`src/rtl/ncm_sq_unit.sv`:
```
// Shared squaring unit: one registered 33x33 multiply per cycle.
module ncm_sq_unit (
  input  logic        clk_i,
  input  logic [32:0] a_i,
  output logic [65:0] sq_o
);

  logic [65:0] sq_q;

  // Product register after the multiplier.
  always_ff @(posedge clk_i) begin
    sq_q <= 66'(a_i) * 66'(a_i);
  end

  assign sq_o = sq_q;

endmodule

```
`config.mk`:
```
export PLATFORM = sky130hd
export DESIGN_NAME = ncm_sq_unit
export DESIGN_NICKNAME = d
export VERILOG_FILES = /design/src/rtl/ncm_sq_unit.sv
export SDC_FILE = /design/constraint.sdc
export NUM_CORES = 2
export LEC_CHECK = 0
export BUFFER_PORTS_ARGS = -buffer_cell sky130_fd_sc_hd__buf_2
export CAP_MARGIN = 20
export CORE_UTILIZATION = 40
export DETAILED_ROUTE_END_ITERATION = 8
export PLACE_DENSITY = 0.52
export SETUP_SLACK_MARGIN = 0.15
export SLEW_MARGIN = 20
export SYNTH_ARGS = -nofsm -noshare
export SYNTH_HDL_FRONTEND = slang
export SYNTH_SLANG_ARGS = --single-unit
```
`constraint.sdc`:
```
create_clock -name clk_i -period 9.25 [get_ports clk_i]
set_input_delay 0.925 -clock clk_i [delete_from_list [all_inputs] [get_ports clk_i]]
set_output_delay 0.925 -clock clk_i [all_outputs]
set_load 0.01 [all_outputs]
```
==> metrics.txt <==
status=complete, no violations; capture endpoint of the worst hold path=sq_o[2]; total gr overflow=0; antenna violations before repair=1; root cell of the clock tree=sky130_fd_sc_hd__clkbuf_16; dominant register cell in the synthesized netlist=sky130_fd_sc_hd__dfxtp_1; horizontal extent of the die=287 µm; clock-pin slew on the worst setup and hold paths=around 0.070 ns; sequential area share after synthesis=4.02%; DIE HEIGHT=287 µm; total DRC errors in the routed layout=0; FFs w/ async S/R, synth=0%; number of antenna repair diodes=0; category of the worst setup path launch point=primary input; initial detailed-routing violation count=1065; area of the mapped netlist=32400 µm²; max-cap violation count=0; Final setup viols=0; worst setup path start=a_i[0]; post-detailed-route via-to-cell ratio=4.79; GPL Wtd Cong=just under 0.9; EDFF count, synth=0; CTS hold repair buffers=0; library cell with the largest summed area after synthesis=sky130_fd_sc_hd__fa_1; hpwl dp=77300 µm; post-DR wirelength/cell=19.4 µm; data arrival time of the critical path=roughly 8.8 ns; top area cells in the synthesized netlist=sky130_fd_sc_hd__fa_1 (53%), sky130_fd_sc_hd__inv_1 (13%), sky130_fd_sc_hd__ha_1 (11%); share of the synthesized area in the top cell type=53.1%; final wirelength=89700 µm; post-detailed-route count of antenna-violating nets=0; post-layout net count=4738; Setup Total Neg Slack=0 ns; H-tree levels=3; post-CTS setup repair buffer count=0; Max Buffers Root-to-Sink=2; Min-Delay Startpoint=a_i[0]; worst setup path class=in -> reg; initial cell density of the core=40.7%; Syn-to-layout area delta=7.33%; routed vias=22100; # IOs=100; category of the worst setup path capture point=flip-flop; HP Class=in -> reg; largest driver fanout on the critical path=26; yosys warns=0; number of search-and-repair iterations in the first detailed-routing pass=5; TritonCTS sink count=65; area inside the core boundary=~80000 µm²; maximum number of pins on one net before global-route repair=35; area of the die=~80000 µm²; Largest register FFs=65; TritonCTS clock tree=built; period utilization=92.1%; port bufs=98; total routing resource utilization after global routing=23.0%; mean area per synthesized cell=9.27 µm²; share of cells above drive strength 1=6.32%; setup repair after global routing missed its margin=false; max-slew violation total from the final report=0; Std-Cell Rows=103; required time of the critical path=between 9 and 10 ns; headroom to the max-slew limit=50.3%; Final Hold Violating Endpoints=0; post-synthesis register bit count=65; vias in the first global route=24700; fmax=0.117 GHz; syn_nets=4664; Hold Path Depth=2; TritonCTS Buffers=9; synthesized netlist cell count=3496; worst slew pin tran=0.745 ns; final period demand of the worst path=8.52 ns; Resized cells post-CTS=0; global-route wire length before repair=141000 µm; Distinct cells, synth=62
[per-layer routing]
metal | share of wire (%) | GRT usage, %
met4 | 3.0 | 6.38
met5 | 0.012 | 0
met3 | 3.4 | 2.27
met1 | 42 | 29.6
met2 | 52 | 40.9
[cell families after synthesis]
logic type,synth area share (%)
AO/OA/AOI/OAI,4.60
XOR/XNOR,1.97
adder cells (fa/ha/maj),63.7
buffers and inverters,14.7
flip-flops,4.02
multiplexers,0.189
other,0.0116
AND/OR/NAND/NOR,10.8
[worst max-delay path by stage]
stage	endpoint	slack, ns	depth (start not counted)
3_3_place_gp	sq_o[65]	0.25	28
4_1_cts	sq_o[65]	0.67	28
2_1_floorplan	sq_o[64]	1.30	27
6_report	sq_o[65]	0.73	28
5_1_grt	sq_o[65]	0.41	28
3_5_place_dp	sq_o[65]	0.32	28
[final cells by class]
class / instances / area, µm²
clock buffers: 9 / 225
clock inverters: 7 / 77.6
fillers: 7938 / 44700
inverters: 1142 / 4290
multi-input cells: 2160 / 26300
flip-flops and latches: 65 / 1300
well taps: 1050 / 1310
repair buffers: 192 / 1250
[cells in the final DEF, fill, tap and decap left out, types with 4 or more instances in the layout]
| master | count |
|---|---|
| sky130_fd_sc_hd__xnor2_1 | 47 |
| sky130_fd_sc_hd__and3_1 | 6 |
| sky130_fd_sc_hd__nand3_1 | 22 |
| sky130_fd_sc_hd__nand4_1 | 18 |
| sky130_fd_sc_hd__nor3_1 | 11 |
| sky130_fd_sc_hd__or2_2 | 8 |
| sky130_fd_sc_hd__mux2i_1 | 5 |
| sky130_fd_sc_hd__inv_1 | 1138 |
| sky130_fd_sc_hd__and2_1 | 208 |
| sky130_fd_sc_hd__nor2b_1 | 13 |
| sky130_fd_sc_hd__o2111ai_1 | 4 |
| sky130_fd_sc_hd__a21o_1 | 46 |
| sky130_fd_sc_hd__o21bai_1 | 10 |
| sky130_fd_sc_hd__nor2_1 | 81 |
| sky130_fd_sc_hd__a221oi_1 | 4 |
| sky130_fd_sc_hd__a31oi_1 | 7 |
| sky130_fd_sc_hd__fa_1 | 859 |
| sky130_fd_sc_hd__buf_2 | 98 |
| sky130_fd_sc_hd__clkinv_1 | 4 |
| sky130_fd_sc_hd__dfxtp_1 | 65 |
| sky130_fd_sc_hd__nand2_1 | 334 |
| sky130_fd_sc_hd__buf_12 | 4 |
| sky130_fd_sc_hd__o31ai_1 | 4 |
| sky130_fd_sc_hd__a21oi_1 | 64 |
| sky130_fd_sc_hd__o211ai_1 | 5 |
| sky130_fd_sc_hd__xor2_1 | 26 |
| sky130_fd_sc_hd__ha_1 | 275 |
| sky130_fd_sc_hd__o21ai_0 | 37 |
| sky130_fd_sc_hd__and4_1 | 6 |
| sky130_fd_sc_hd__nand2b_1 | 6 |
| sky130_fd_sc_hd__clkbuf_16 | 9 |
| sky130_fd_sc_hd__buf_4 | 90 |
| sky130_fd_sc_hd__or3_1 | 6 |
| sky130_fd_sc_hd__a211oi_1 | 5 |
[cells in the mapped netlist, types with 4 or more instances]
| library cell | number |
|---|---|
| sky130_fd_sc_hd__nor2_1 | 81 |
| sky130_fd_sc_hd__fa_1 | 859 |
| sky130_fd_sc_hd__a21o_1 | 46 |
| sky130_fd_sc_hd__nand2b_1 | 6 |
| sky130_fd_sc_hd__o21ai_0 | 37 |
| sky130_fd_sc_hd__o21bai_1 | 10 |
| sky130_fd_sc_hd__o2111ai_1 | 4 |
| sky130_fd_sc_hd__xor2_1 | 26 |
| sky130_fd_sc_hd__and3_1 | 6 |
| sky130_fd_sc_hd__xnor2_1 | 47 |
| sky130_fd_sc_hd__nand4_1 | 18 |
| sky130_fd_sc_hd__nor2b_1 | 13 |
| sky130_fd_sc_hd__a211oi_1 | 5 |
| sky130_fd_sc_hd__and2_1 | 208 |
| sky130_fd_sc_hd__ha_1 | 275 |
| sky130_fd_sc_hd__nor3_1 | 11 |
| sky130_fd_sc_hd__a31oi_1 | 7 |
| sky130_fd_sc_hd__clkbuf_1 | 127 |
| sky130_fd_sc_hd__nand2_1 | 334 |
| sky130_fd_sc_hd__or2_2 | 8 |
| sky130_fd_sc_hd__o211ai_1 | 5 |
| sky130_fd_sc_hd__and4_1 | 6 |
| sky130_fd_sc_hd__mux2i_1 | 5 |
| sky130_fd_sc_hd__a221oi_1 | 4 |
| sky130_fd_sc_hd__clkinv_1 | 4 |
| sky130_fd_sc_hd__dfxtp_1 | 65 |
| sky130_fd_sc_hd__nand3_1 | 22 |
| sky130_fd_sc_hd__inv_1 | 1138 |
| sky130_fd_sc_hd__a21oi_1 | 64 |
| sky130_fd_sc_hd__o31ai_1 | 4 |
| sky130_fd_sc_hd__or3_1 | 6 |
[critical path, cell delays in order]
cell	delay, ns
sky130_fd_sc_hd__buf_2	0.51
sky130_fd_sc_hd__and2_1	0.27
sky130_fd_sc_hd__inv_1	0.07
sky130_fd_sc_hd__fa_1	0.50
sky130_fd_sc_hd__fa_1	0.55
sky130_fd_sc_hd__inv_1	0.06
sky130_fd_sc_hd__fa_1	0.48
sky130_fd_sc_hd__inv_1	0.06
sky130_fd_sc_hd__fa_1	0.53
sky130_fd_sc_hd__inv_1	0.05
sky130_fd_sc_hd__fa_1	0.49
sky130_fd_sc_hd__inv_1	0.06
sky130_fd_sc_hd__fa_1	0.54
sky130_fd_sc_hd__inv_1	0.05
sky130_fd_sc_hd__fa_1	0.48
sky130_fd_sc_hd__inv_1	0.06
sky130_fd_sc_hd__fa_1	0.48
sky130_fd_sc_hd__inv_1	0.05
sky130_fd_sc_hd__ha_1	0.42
sky130_fd_sc_hd__and4_1	0.26
sky130_fd_sc_hd__nand2_1	0.09
sky130_fd_sc_hd__nor3_1	0.32
sky130_fd_sc_hd__o2111ai_1	0.27
sky130_fd_sc_hd__nand2_1	0.26
sky130_fd_sc_hd__a31oi_1	0.12
sky130_fd_sc_hd__buf_4	0.19
sky130_fd_sc_hd__o311a_1	0.35
sky130_fd_sc_hd__nor3_1	0.29
[per-stage QoR]
stage	instance area, µm²	std cells	setup slack [ns]	util [%]	hold WS (ns)
floorplan	32400	3496	1.30	-	0.953
detailed placement	34500	4609	0.316	43.3	1.32
global placement	34500	4609	0.250	43.3	1.32
CTS	34800	4625	0.667	43.7	1.16
global route	34800	4625	0.412	43.7	1.19
finish	34800	4625	0.729	43.7	1.18
Power is not shown: default switching activity piles up to over one toggle a cycle in this logic, so the estimate is an artifact.
